**src/kbest_pkg.sv**
```systemverilog
package kbest_pkg;

    // request codes
    localparam logic [2:0] REQ_PRESS   = 3'd0;
    localparam logic [2:0] REQ_RELEASE = 3'd1;
    localparam logic [2:0] REQ_TICK    = 3'd2;
    localparam logic [2:0] REQ_QUERY   = 3'd3;
    localparam logic [2:0] REQ_CLEAR   = 3'd4;

    // entry phases
    localparam logic [2:0] PH_INVALID      = 3'd0;
    localparam logic [2:0] PH_REGISTERED   = 3'd1;
    localparam logic [2:0] PH_TRIGGERED    = 3'd2;
    localparam logic [2:0] PH_PRESSED      = 3'd3;
    localparam logic [2:0] PH_UNREGISTERED = 3'd4;
    localparam logic [2:0] PH_RELEASED     = 3'd5;

    localparam int CODE_W  = 32;
    localparam int POS_W   = 16;
    localparam int DELTA_W = 17;

    // request into the entry table
    typedef struct packed {
        logic              fire;
        logic [2:0]        req;
        logic              kind;
        logic [CODE_W-1:0] code;
    } tbl_req_t;

    // answer from the entry table
    typedef struct packed {
        logic [2:0] state;
        logic       full;
    } tbl_rsp_t;

endpackage

```
**src/kbest_table.sv**
```systemverilog
module kbest_table #(
    parameter int TABLE_DEPTH = 16
) (
    input  logic                clk,
    input  logic                rst_n,
    input  kbest_pkg::tbl_req_t req,
    output kbest_pkg::tbl_rsp_t rsp
);

    logic [TABLE_DEPTH-1:0]       valid_reg;
    logic [TABLE_DEPTH-1:0]       valid_next;
    logic [TABLE_DEPTH-1:0]       kind_reg;
    logic [kbest_pkg::CODE_W-1:0] code_reg  [TABLE_DEPTH];
    logic [2:0]                   phase_reg [TABLE_DEPTH];
    logic [2:0]                   phase_next[TABLE_DEPTH];
    logic [TABLE_DEPTH-1:0]       load;
    logic [TABLE_DEPTH-1:0]       hit;
    logic [TABLE_DEPTH-1:0]       free_vec;
    logic [TABLE_DEPTH-1:0]       free_low;
    logic                         any_hit;
    logic                         any_free;
    logic [2:0]                   hit_phase;

    // parallel match against every valid entry, at most one can hit
    always_comb
    begin
        hit_phase = kbest_pkg::PH_INVALID;
        for (int i = 0; i < TABLE_DEPTH; i++)
        begin
            hit[i]    = valid_reg[i] && (kind_reg[i] == req.kind) && (code_reg[i] == req.code);
            hit_phase = hit_phase | ({3{hit[i]}} & phase_reg[i]);
        end
    end

    assign any_hit  = |hit;

    // lowest free slot as a one-hot vector
    assign free_vec = ~valid_reg;
    assign free_low = free_vec & (~free_vec + {{(TABLE_DEPTH-1){1'b0}}, 1'b1});
    assign any_free = |free_vec;

    // response for the current beat
    always_comb
    begin
        rsp.state = kbest_pkg::PH_INVALID;
        rsp.full  = 1'b0;
        case (req.req)
            kbest_pkg::REQ_PRESS:
            begin
                if (any_hit)
                    rsp.state = hit_phase;
                else if (any_free)
                    rsp.state = kbest_pkg::PH_REGISTERED;
                else
                    rsp.full = 1'b1;
            end
            kbest_pkg::REQ_RELEASE:
            begin
                if (any_hit)
                    rsp.state = kbest_pkg::PH_UNREGISTERED;
            end
            kbest_pkg::REQ_QUERY:
            begin
                if (any_hit)
                    rsp.state = hit_phase;
            end
            default:
            begin
            end
        endcase
    end

    // per-entry next state
    always_comb
    begin
        for (int i = 0; i < TABLE_DEPTH; i++)
        begin
            valid_next[i] = valid_reg[i];
            phase_next[i] = phase_reg[i];
            load[i]       = 1'b0;
            if (req.fire)
            begin
                case (req.req)
                    kbest_pkg::REQ_PRESS:
                    begin
                        if (!any_hit && free_low[i])
                        begin
                            valid_next[i] = 1'b1;
                            phase_next[i] = kbest_pkg::PH_REGISTERED;
                            load[i]       = 1'b1;
                        end
                    end
                    kbest_pkg::REQ_RELEASE:
                    begin
                        if (hit[i])
                            phase_next[i] = kbest_pkg::PH_UNREGISTERED;
                    end
                    kbest_pkg::REQ_TICK:
                    begin
                        if (valid_reg[i])
                        begin
                            case (phase_reg[i])
                                kbest_pkg::PH_RELEASED:     valid_next[i] = 1'b0;
                                kbest_pkg::PH_REGISTERED:   phase_next[i] = kbest_pkg::PH_TRIGGERED;
                                kbest_pkg::PH_TRIGGERED:    phase_next[i] = kbest_pkg::PH_PRESSED;
                                kbest_pkg::PH_UNREGISTERED: phase_next[i] = kbest_pkg::PH_RELEASED;
                                default:
                                begin
                                end
                            endcase
                        end
                    end
                    kbest_pkg::REQ_CLEAR:
                    begin
                        valid_next[i] = 1'b0;
                    end
                    default:
                    begin
                    end
                endcase
            end
        end
    end

    // valid bits
    always_ff @(posedge clk or negedge rst_n)
    begin
        if (!rst_n)
            valid_reg <= '0;
        else
            valid_reg <= valid_next;
    end

    // entry payload, only read while valid
    always_ff @(posedge clk)
    begin
        for (int i = 0; i < TABLE_DEPTH; i++)
        begin
            phase_reg[i] <= phase_next[i];
            if (load[i])
            begin
                kind_reg[i] <= req.kind;
                code_reg[i] <= req.code;
            end
        end
    end

endmodule

```
**src/kbest_cursor.sv**
```systemverilog
module kbest_cursor (
    input  logic                                clk,
    input  logic                                rst_n,
    input  logic                                tick,
    input  logic signed [kbest_pkg::POS_W-1:0]  cursor_x,
    input  logic signed [kbest_pkg::POS_W-1:0]  cursor_y,
    output logic signed [kbest_pkg::DELTA_W-1:0] delta_x_next,
    output logic signed [kbest_pkg::DELTA_W-1:0] delta_y_next
);

    logic signed [kbest_pkg::POS_W-1:0]   now_x_reg;
    logic signed [kbest_pkg::POS_W-1:0]   now_y_reg;
    logic signed [kbest_pkg::DELTA_W-1:0] dx_reg;
    logic signed [kbest_pkg::DELTA_W-1:0] dy_reg;
    logic signed [kbest_pkg::DELTA_W-1:0] dx_calc;
    logic signed [kbest_pkg::DELTA_W-1:0] dy_calc;

    // sign-extended difference against the previous sample
    assign dx_calc = {cursor_x[kbest_pkg::POS_W-1], cursor_x}
                   - {now_x_reg[kbest_pkg::POS_W-1], now_x_reg};
    assign dy_calc = {cursor_y[kbest_pkg::POS_W-1], cursor_y}
                   - {now_y_reg[kbest_pkg::POS_W-1], now_y_reg};

    assign delta_x_next = tick ? dx_calc : dx_reg;
    assign delta_y_next = tick ? dy_calc : dy_reg;

    // cursor sample and latest delta
    always_ff @(posedge clk or negedge rst_n)
    begin
        if (!rst_n)
        begin
            now_x_reg <= '0;
            now_y_reg <= '0;
            dx_reg    <= '0;
            dy_reg    <= '0;
        end
        else if (tick)
        begin
            now_x_reg <= cursor_x;
            now_y_reg <= cursor_y;
            dx_reg    <= dx_calc;
            dy_reg    <= dy_calc;
        end
    end

endmodule

```
**src/key_button_edge_state_table_unit.sv**
```systemverilog
// Key and mouse-button edge state table.
// Input channel (in_valid/in_ready) carries one request per beat: press,
// release, tick, query or clear, with kind bit, code and cursor position.
// Output channel (out_valid/out_ready) returns one result beat per request:
// the entry's phase, the latest cursor delta and the press-dropped flag.
// A request goes through the input register, then the table lookup and
// update into the result register. Throughput is one request per cycle
// while the receiver does not stall; the entry table is a row of registers
// with parallel compares, so every request finishes in one pass.
// When the receiver stalls, one more request is taken into the input
// register while the result waits, then in_ready drops until the result
// beat is taken.
// Reset empties the table, zeroes the cursor sample and the delta, and
// clears both valid flags; no clearing pass is needed.
module key_button_edge_state_table_unit #(
    parameter int TABLE_DEPTH = 16
) (
    input  logic                clk,
    input  logic                rst_n,
    input  logic                in_valid,
    output logic                in_ready,
    input  logic [2:0]          req_type,
    input  logic                is_button,
    input  logic [31:0]         input_code,
    input  logic signed [15:0]  cursor_x,
    input  logic signed [15:0]  cursor_y,
    output logic                out_valid,
    input  logic                out_ready,
    output logic [2:0]          entry_state,
    output logic signed [16:0]  delta_x,
    output logic signed [16:0]  delta_y,
    output logic                table_full
);

    logic                                  s1_valid_reg;
    logic [2:0]                            req_reg;
    logic                                  kind_reg;
    logic [kbest_pkg::CODE_W-1:0]          code_reg;
    logic signed [kbest_pkg::POS_W-1:0]    cx_reg;
    logic signed [kbest_pkg::POS_W-1:0]    cy_reg;
    logic                                  out_valid_reg;
    logic [2:0]                            state_reg;
    logic signed [kbest_pkg::DELTA_W-1:0]  dx_reg;
    logic signed [kbest_pkg::DELTA_W-1:0]  dy_reg;
    logic                                  full_reg;
    logic                                  s1_advance;
    logic                                  in_take;
    kbest_pkg::tbl_req_t                   tbl_req;
    kbest_pkg::tbl_rsp_t                   tbl_rsp;
    logic signed [kbest_pkg::DELTA_W-1:0]  dx_next;
    logic signed [kbest_pkg::DELTA_W-1:0]  dy_next;

    // handshake between the two register stages
    assign s1_advance = s1_valid_reg && (!out_valid_reg || out_ready);
    assign in_ready   = !s1_valid_reg || s1_advance;
    assign in_take    = in_valid && in_ready;

    // input register control
    always_ff @(posedge clk or negedge rst_n)
    begin
        if (!rst_n)
            s1_valid_reg <= 1'b0;
        else if (in_take)
            s1_valid_reg <= 1'b1;
        else if (s1_advance)
            s1_valid_reg <= 1'b0;
    end

    // input register payload
    always_ff @(posedge clk)
    begin
        if (in_take)
        begin
            req_reg  <= req_type;
            kind_reg <= is_button;
            code_reg <= input_code;
            cx_reg   <= cursor_x;
            cy_reg   <= cursor_y;
        end
    end

    // entry table
    assign tbl_req.fire = s1_advance;
    assign tbl_req.req  = req_reg;
    assign tbl_req.kind = kind_reg;
    assign tbl_req.code = code_reg;

    kbest_table #(
        .TABLE_DEPTH (TABLE_DEPTH)
    ) u_table (
        .clk   (clk),
        .rst_n (rst_n),
        .req   (tbl_req),
        .rsp   (tbl_rsp)
    );

    // cursor sample and delta
    kbest_cursor u_cursor (
        .clk          (clk),
        .rst_n        (rst_n),
        .tick         (s1_advance && (req_reg == kbest_pkg::REQ_TICK)),
        .cursor_x     (cx_reg),
        .cursor_y     (cy_reg),
        .delta_x_next (dx_next),
        .delta_y_next (dy_next)
    );

    // result register control
    always_ff @(posedge clk or negedge rst_n)
    begin
        if (!rst_n)
            out_valid_reg <= 1'b0;
        else if (s1_advance)
            out_valid_reg <= 1'b1;
        else if (out_ready)
            out_valid_reg <= 1'b0;
    end

    // result register payload
    always_ff @(posedge clk)
    begin
        if (s1_advance)
        begin
            state_reg <= tbl_rsp.state;
            full_reg  <= tbl_rsp.full;
            dx_reg    <= dx_next;
            dy_reg    <= dy_next;
        end
    end

    assign out_valid   = out_valid_reg;
    assign entry_state = state_reg;
    assign delta_x     = dx_reg;
    assign delta_y     = dy_reg;
    assign table_full  = full_reg;

endmodule
```
**config.mk**
```make
export PLATFORM = sky130hd
export DESIGN_NAME = key_button_edge_state_table_unit
export DESIGN_NICKNAME = d
export VERILOG_FILES = /design/src/kbest_pkg.sv /design/src/kbest_table.sv /design/src/kbest_cursor.sv /design/src/key_button_edge_state_table_unit.sv
export SDC_FILE = /design/constraint.sdc
export NUM_CORES = 1
export LEC_CHECK = 0
export BUFFER_PORTS_ARGS = -buffer_cell sky130_fd_sc_hd__buf_2
export CORE_ASPECT_RATIO = 0.6
export CORE_UTILIZATION = 43
export CTS_BUF_LIST = sky130_fd_sc_hd__clkbuf_2
export DETAILED_ROUTE_END_ITERATION = 10
export REMOVE_ABC_BUFFERS = 1
export SYNTH_ARGS = -nofsm -noshare
export SYNTH_HDL_FRONTEND = slang
export SYNTH_SLANG_ARGS = --single-unit
```
**constraint.sdc**
```tcl
create_clock -name clk -period 10.95 [get_ports clk]
set_clock_uncertainty 0.2 [all_clocks]
set_input_delay 0.5475 -clock clk [delete_from_list [all_inputs] [get_ports clk]]
set_output_delay 0.5475 -clock clk [all_outputs]
set_load 0.03 [all_outputs]
```
Word level (Yosys, flattened, before mapping):

Memory sizes are Yosys's and may differ from the RTL's.
Index checks and enable logic that the tools add are counted.

* add/subtract/negate cells: 3
* equality and inequality tests: 116
* mux-type cells: 297
* bitwise logic cells: 35
* reduce and logical (&&, ||, !) cells: 94

Operators by type and width (count)
* == test 32 bit: 16
* 2-to-1 mux 32 bit: 15
* OR reduction 32 bit: 15
* one-hot mux 3 bit (3 select lines): 33
* 2-to-1 mux 3 bit: 67
* 2-to-1 mux 1 bit: 149
* == test 3 bit (second input constant): 33
* 2-to-1 mux 4 bit: 15
* == test 3 x 2 -> 1 bit (second input constant): 18
* == test 3 x 1 -> 1 bit (second input constant): 17
* logical AND 1 bit: 51
* AND 3 bit: 16
* one-hot mux 1 bit (3 select lines): 16
* AND reduction 3 bit: 16
* bitwise OR 3 bit: 15
* 2-to-1 mux 17 bit: 2
* subtractor 16 x 16 -> 17 bit: 2
* != test 2 x 1 -> 1 bit (second input constant): 16
* inverter 16 bit: 2
* OR reduction 16 bit: 2
* OR reduction 17 bit: 1
* adder 16 x 1 -> 16 bit (second input constant): 1
* AND 16 bit: 1
* == test 1 bit: 16
* 6 further kinds: 10

* register bits after elaboration: 206
* RAM bits: 560
* logic and storage cells: 594
* memories: 2

Memory list
* u_table.code_reg: depth 16, bits a word 32, rd ports 16, clocked after memory_dff 0, wr ports 1, line kbest_table.sv:13 `logic [kbest_pkg::CODE_W-1:0] code_reg [TABLE_DEPTH];`
* u_table.phase_reg: depth 16, bits a word 3, rd ports 16, clocked after memory_dff 0, wr ports 16, line kbest_table.sv:14 `logic [2:0] phase_reg [TABLE_DEPTH];`

Depth between registers and ports, before layout:

* depth after elaboration: 27
* gate-level depth with buffers: 12
* gate-level depth less buffers: 12

By module:

A second synthesis with hierarchy kept.

* cells, all modules: 2371
* area total of the unflattened synthesis: 33843.7 µm²

Modules (own cells, without submodules)
* kbest_table: instances 1, cells an instance 1840, area an instance 26591.8 µm², seq. area each 17697.0 µm²
* kbest_cursor: instances 1, cells an instance 415, area an instance 3952.5 µm², seq. area each 1651.6 µm²
* key_button_edge_state_table_unit: instances 1, cells an instance 116, area an instance 3299.4 µm², seq. area each 3233.1 µm²

Least setup slack after synthesis:

OpenSTA, ideal clock, no wires.

* path kind: input to register
* start: in out_ready
* end: mem u_table.phase_reg[4][0] (enable)
* setup time: 0.326 ns
* arrival time: 4.954 ns
* data required time: 10.424 ns
* slack: 5.469 ns
* stages on the path: 8
* path buffers: 0
* cell sequence: nand2b_1 > nand2_1 > inv_1 > nand2_1 > a21oi_1 > o21ai_0 > nor3_1 > o21bai_1

RTL lines
* start, declared: line key_button_edge_state_table_unit.sv:28 `input logic out_ready,`
* end, declared: line kbest_table.sv:14

Worst setup path after layout:

* start: reg code_reg[30] (netlist bit)
* end: mem u_table.code_reg[0][194] (netlist bit) (enable)

* elaborated cells between the ends (all ways): 175
* those cells by class: eq/ne (16); mux (110); reduce/logical (49)

RTL lines
* start, declared: line key_button_edge_state_table_unit.sv:38 `logic [kbest_pkg::CODE_W-1:0] code_reg;`
* start signal, assigned: line key_button_edge_state_table_unit.sv:76 `code_reg <= input_code;`
* == test 32 bit: line kbest_table.sv:30 `hit[i] = valid_reg[i] && (kind_reg[i] == req.kind) && (code_reg[i] == req.code);`
* logical AND 1 bit: line kbest_table.sv:30
* OR reduction 16 bit (*): line kbest_table.sv:35 `assign any_hit = |hit;`
* logical NOT 1 bit (*): line kbest_table.sv:86 `if (!any_hit && free_low[i])`
* logical AND 1 bit (*): line kbest_table.sv:86
* 2-to-1 mux 1 bit (*): line kbest_table.sv:86
* 2-to-1 mux 1 bit (*): line kbest_table.sv:83 `case (req.req)`
* 2-to-1 mux 1 bit (*): line kbest_table.sv:81 `if (req.fire)`
* via u_table.load[6]: line kbest_table.sv:16 `logic [TABLE_DEPTH-1:0] load;`
* 2-to-1 mux 1 bit (*): line kbest_table.sv:140 `if (load[i])`
* 2-to-1 mux 1 bit (implied by the code) (*): line kbest_table.sv:143 `code_reg[i] <= req.code;`
* OR reduction 32 bit (no source line)
* 2-to-1 mux 4 bit (no source line) / 2-to-1 mux 1 bit (equally long branches) (10 in series)
* end, declared: line kbest_table.sv:13

Mark *: on every way through the listed nets, which the timed path passes. The rest lies on a longest branch.

==> summary.md <==
| Metric | Value |
|---|---|
| RSZ-0062 raised after global routing | no |
| Largest net degree at the start of global routing | 71 |
| HP Class | in2reg |
| CTS Buffer Depth | 3 |
| EDFF count, synth | 682 |
| Final net count | 2,857 |
| Initial DRC count | approximately 2,400 |
| Post-DR vias/cell | 5.32 |
| Largest register FFs | 512 |
| Cell count after synthesis | 2,358 |
| Crit Path Max Fanout | 33 |
| Die H | around 220 µm |
| Clock root cell | clkbuf_2 |
| Endpoints failing setup | 0 |
| First-pass GRT wire length | 131,000 µm |
| Overflow after GRT | 0 |
| PD cells | around 160 nW/µm² |
| Crit path launch type | flop |
| Gpl congestion | between 0.9 and 1 |
| HPWL Detailed | 49,700 µm |
| Fin. max-slew vios | 0 |
| Max Clk Rate | 0.200 GHz |
| Overall power | 6.18 mW |
| CTS sink count | ~770 |
| Crit Path Class | reg2reg |
| Sequential-to-total area share from yosys stat | 67.3% |
| Most frequent cells in the layout | edfxtp_1, xor2_1, clkbuf_2 |
| Io pins | 112 |
| Critical Path RT | 11.70 ns |
| CTS buffer count | about 170 |
| Starting Density | about 44% |
| Period Utilization, post-route | 45.6% |
| Fin Setup TNS | 0 ns |
| Resize count post-CTS | 0 |
| WP data arrival | about 5.7 ns |
| CTS tree | yes |
| H-tree depth | 4 |
| Global-route usage over all layers | between 20 and 25% |
| Worst setup EP type | flop |
| Top FF cell, synth | edfxtp_1 |
| DRT Wirelength | 87,400 µm |
| Port buffer count | 111 |
| Syn_area_per_cell | about 14 µm² |
| Max-Cap Viols | 0 |
| Yosys warns | 0 |
| Register bit total from synthesis | 766 |
| FILL cells | 6,538 |
| Core ar. | between 70,000 and 80,000 µm² |
| Post-Syn Area | approximately 34,000 µm² |
| Die area | 79,200 µm² |
| Post-synthesis async set-or-reset flop share | 11.0% |
| Post-synth cell types | 73 |
| Leakage | between 10 and 15 nW |
| Initial antenna violation count | 4 |
| Fraction of layout cells with a size suffix above 1 | about 18% |
| Vias | 20,960 |
| Worst-skew pair later-pin latency | about 1.3 ns |
| Status | finished clean |
| Drt pass-1 iters | 6 |
| Commonest non-fill, non-tap cell in the layout | edfxtp_1 |
| Final hold violations | 0 |
| CTS clk-pin slew, worst paths | 0.13 ns |
| Slew margin rel. | 29.7% |
| Die Wd | 363 µm |
| P&R area growth vs syn | 14.2% |
| # rows | 78 |
| Crit path time final | 5.00 ns |
| Detail Route Antenna Nets | 0 |
| Worst vdd ir | around 0.00009 V |
| Worst-Margin Slew | 1.05 ns |
| Drt drc | 0 |
| Drt wl/cell | between 20 and 25 µm |
| Vias in the first global route | approximately 21,000 |
where the power goes:
| group | total (mW) | switching (mW) | leakage, nW | internal (mW) |
|---|---|---|---|---|
| combinational | 0.870 | 0.564 | 5.40 | 0.307 |
| clock | 1.87 | 1.15 | 1.27 | 0.724 |
| sequential | 3.44 | 0.0690 | 7.27 | 3.37 |
| total | 6.18 | 1.78 | 13.9 | 4.40 |
repair_timing:
action,CTS,global route
setup buffers,0,0
hold buffers,145,0
endpoints found under the hold margin,227,0
setup endpoints to repair,0,0
path summary, 6_finish.rpt:
kind                                    startpoint                       end  slack, ns  cells past startpoint
max in group asynchronous                    rst_n     u_cursor.now_y_reg[1]       9.18                      5
worst min-delay path                input_code[24]              code_reg[24]       0.25                      3
worst max-delay path                  code_reg[30]  u_table.code_reg[0][194]       5.95                     10
min in group asynchronous                    rst_n     u_cursor.now_x_reg[5]       0.70                      5
worst min register to register  u_cursor.dx_reg[4]        u_cursor.dx_reg[4]       0.29                      2
worst max register to register        code_reg[30]  u_table.code_reg[0][194]       5.95                     10
metal layers:
layer / wire length (µm) / track usage (%)
met3: 6370 / 4.54
met4: 1480 / 6.46
met2: 36500 / 31.2
met1: 43000 / 34.4
met5: 0 / 0
worst max-delay path: stages (launching register included):
cell	delay, ns
edfxtp_1	0.35
buf_4	0.50
clkinv_1	0.28
o221ai_1	0.22
a2111oi_0	0.16
and3_1	0.36
nor4_1	0.35
and4_1	0.89
nand4_1	0.52
nor3_2	0.29
buf_4	0.43
synthesized netlist by cell type (11+ instances only):
| master | instances | area, µm² |
|---|---|---|
| edfxtp_1 | 682 | 20500 |
| xor2_1 | 407 | 3560 |
| xnor2_1 | 155 | 1360 |
| nand2_1 | 122 | 458 |
| o21ai_0 | 114 | 571 |
| nor4_1 | 107 | 669 |
| nor2_1 | 105 | 394 |
| dfrtp_1 | 84 | 2100 |
| inv_1 | 68 | 255 |
| a21oi_1 | 59 | 295 |
| nand4_1 | 47 | 294 |
| nor3_1 | 36 | 180 |
| buf_6 | 35 | 394 |
| buf_4 | 32 | 240 |
| ha_1 | 32 | 400 |
| clkbuf_1 | 30 | 113 |
| nand3_1 | 29 | 145 |
| nand2b_1 | 24 | 150 |
| a31oi_1 | 16 | 100 |
| nor3b_1 | 15 | 113 |
| a22oi_1 | 14 | 105 |
| o31ai_1 | 11 | 82.6 |
per-stage QoR:
stage               setup WS [ns]  area [µm²]  hold WS, ns  utilization, %  instances
global placement             6.30       35200        0.263            46.1       3470
finish                       5.95       38300        0.255            50.2       3938
global route                 5.79       38300        0.112            50.2       3937
detailed placement           6.14       35200        0.267            46.1       3470
floorplan                    5.04       32800       0.0519               -       2254
CTS                          6.10       38300       0.0764            50.1       3933
area by class of cell:
class	count	area [µm²]	share of cell area, %
Inverter	69	259	0.676
Multi-Input combinational cell	1419	10000	26.2
Clock inverter	34	200	0.522
Timing Repair Buffer	321	2510	6.56
Antenna cell	5	12.5	0.0326
Tap cell	1040	1300	3.40
Sequential cell	766	22600	58.9
Clock buffer	284	1420	3.71
cell families after synthesis:
group           synth area share, %
flops                          67.3
fa+ha+maj                      1.35
compound gates                 5.13
buf+inv                        3.08
simple gates                   8.48
xor+xnor                       14.7
(Power assumes the default switching activity.)
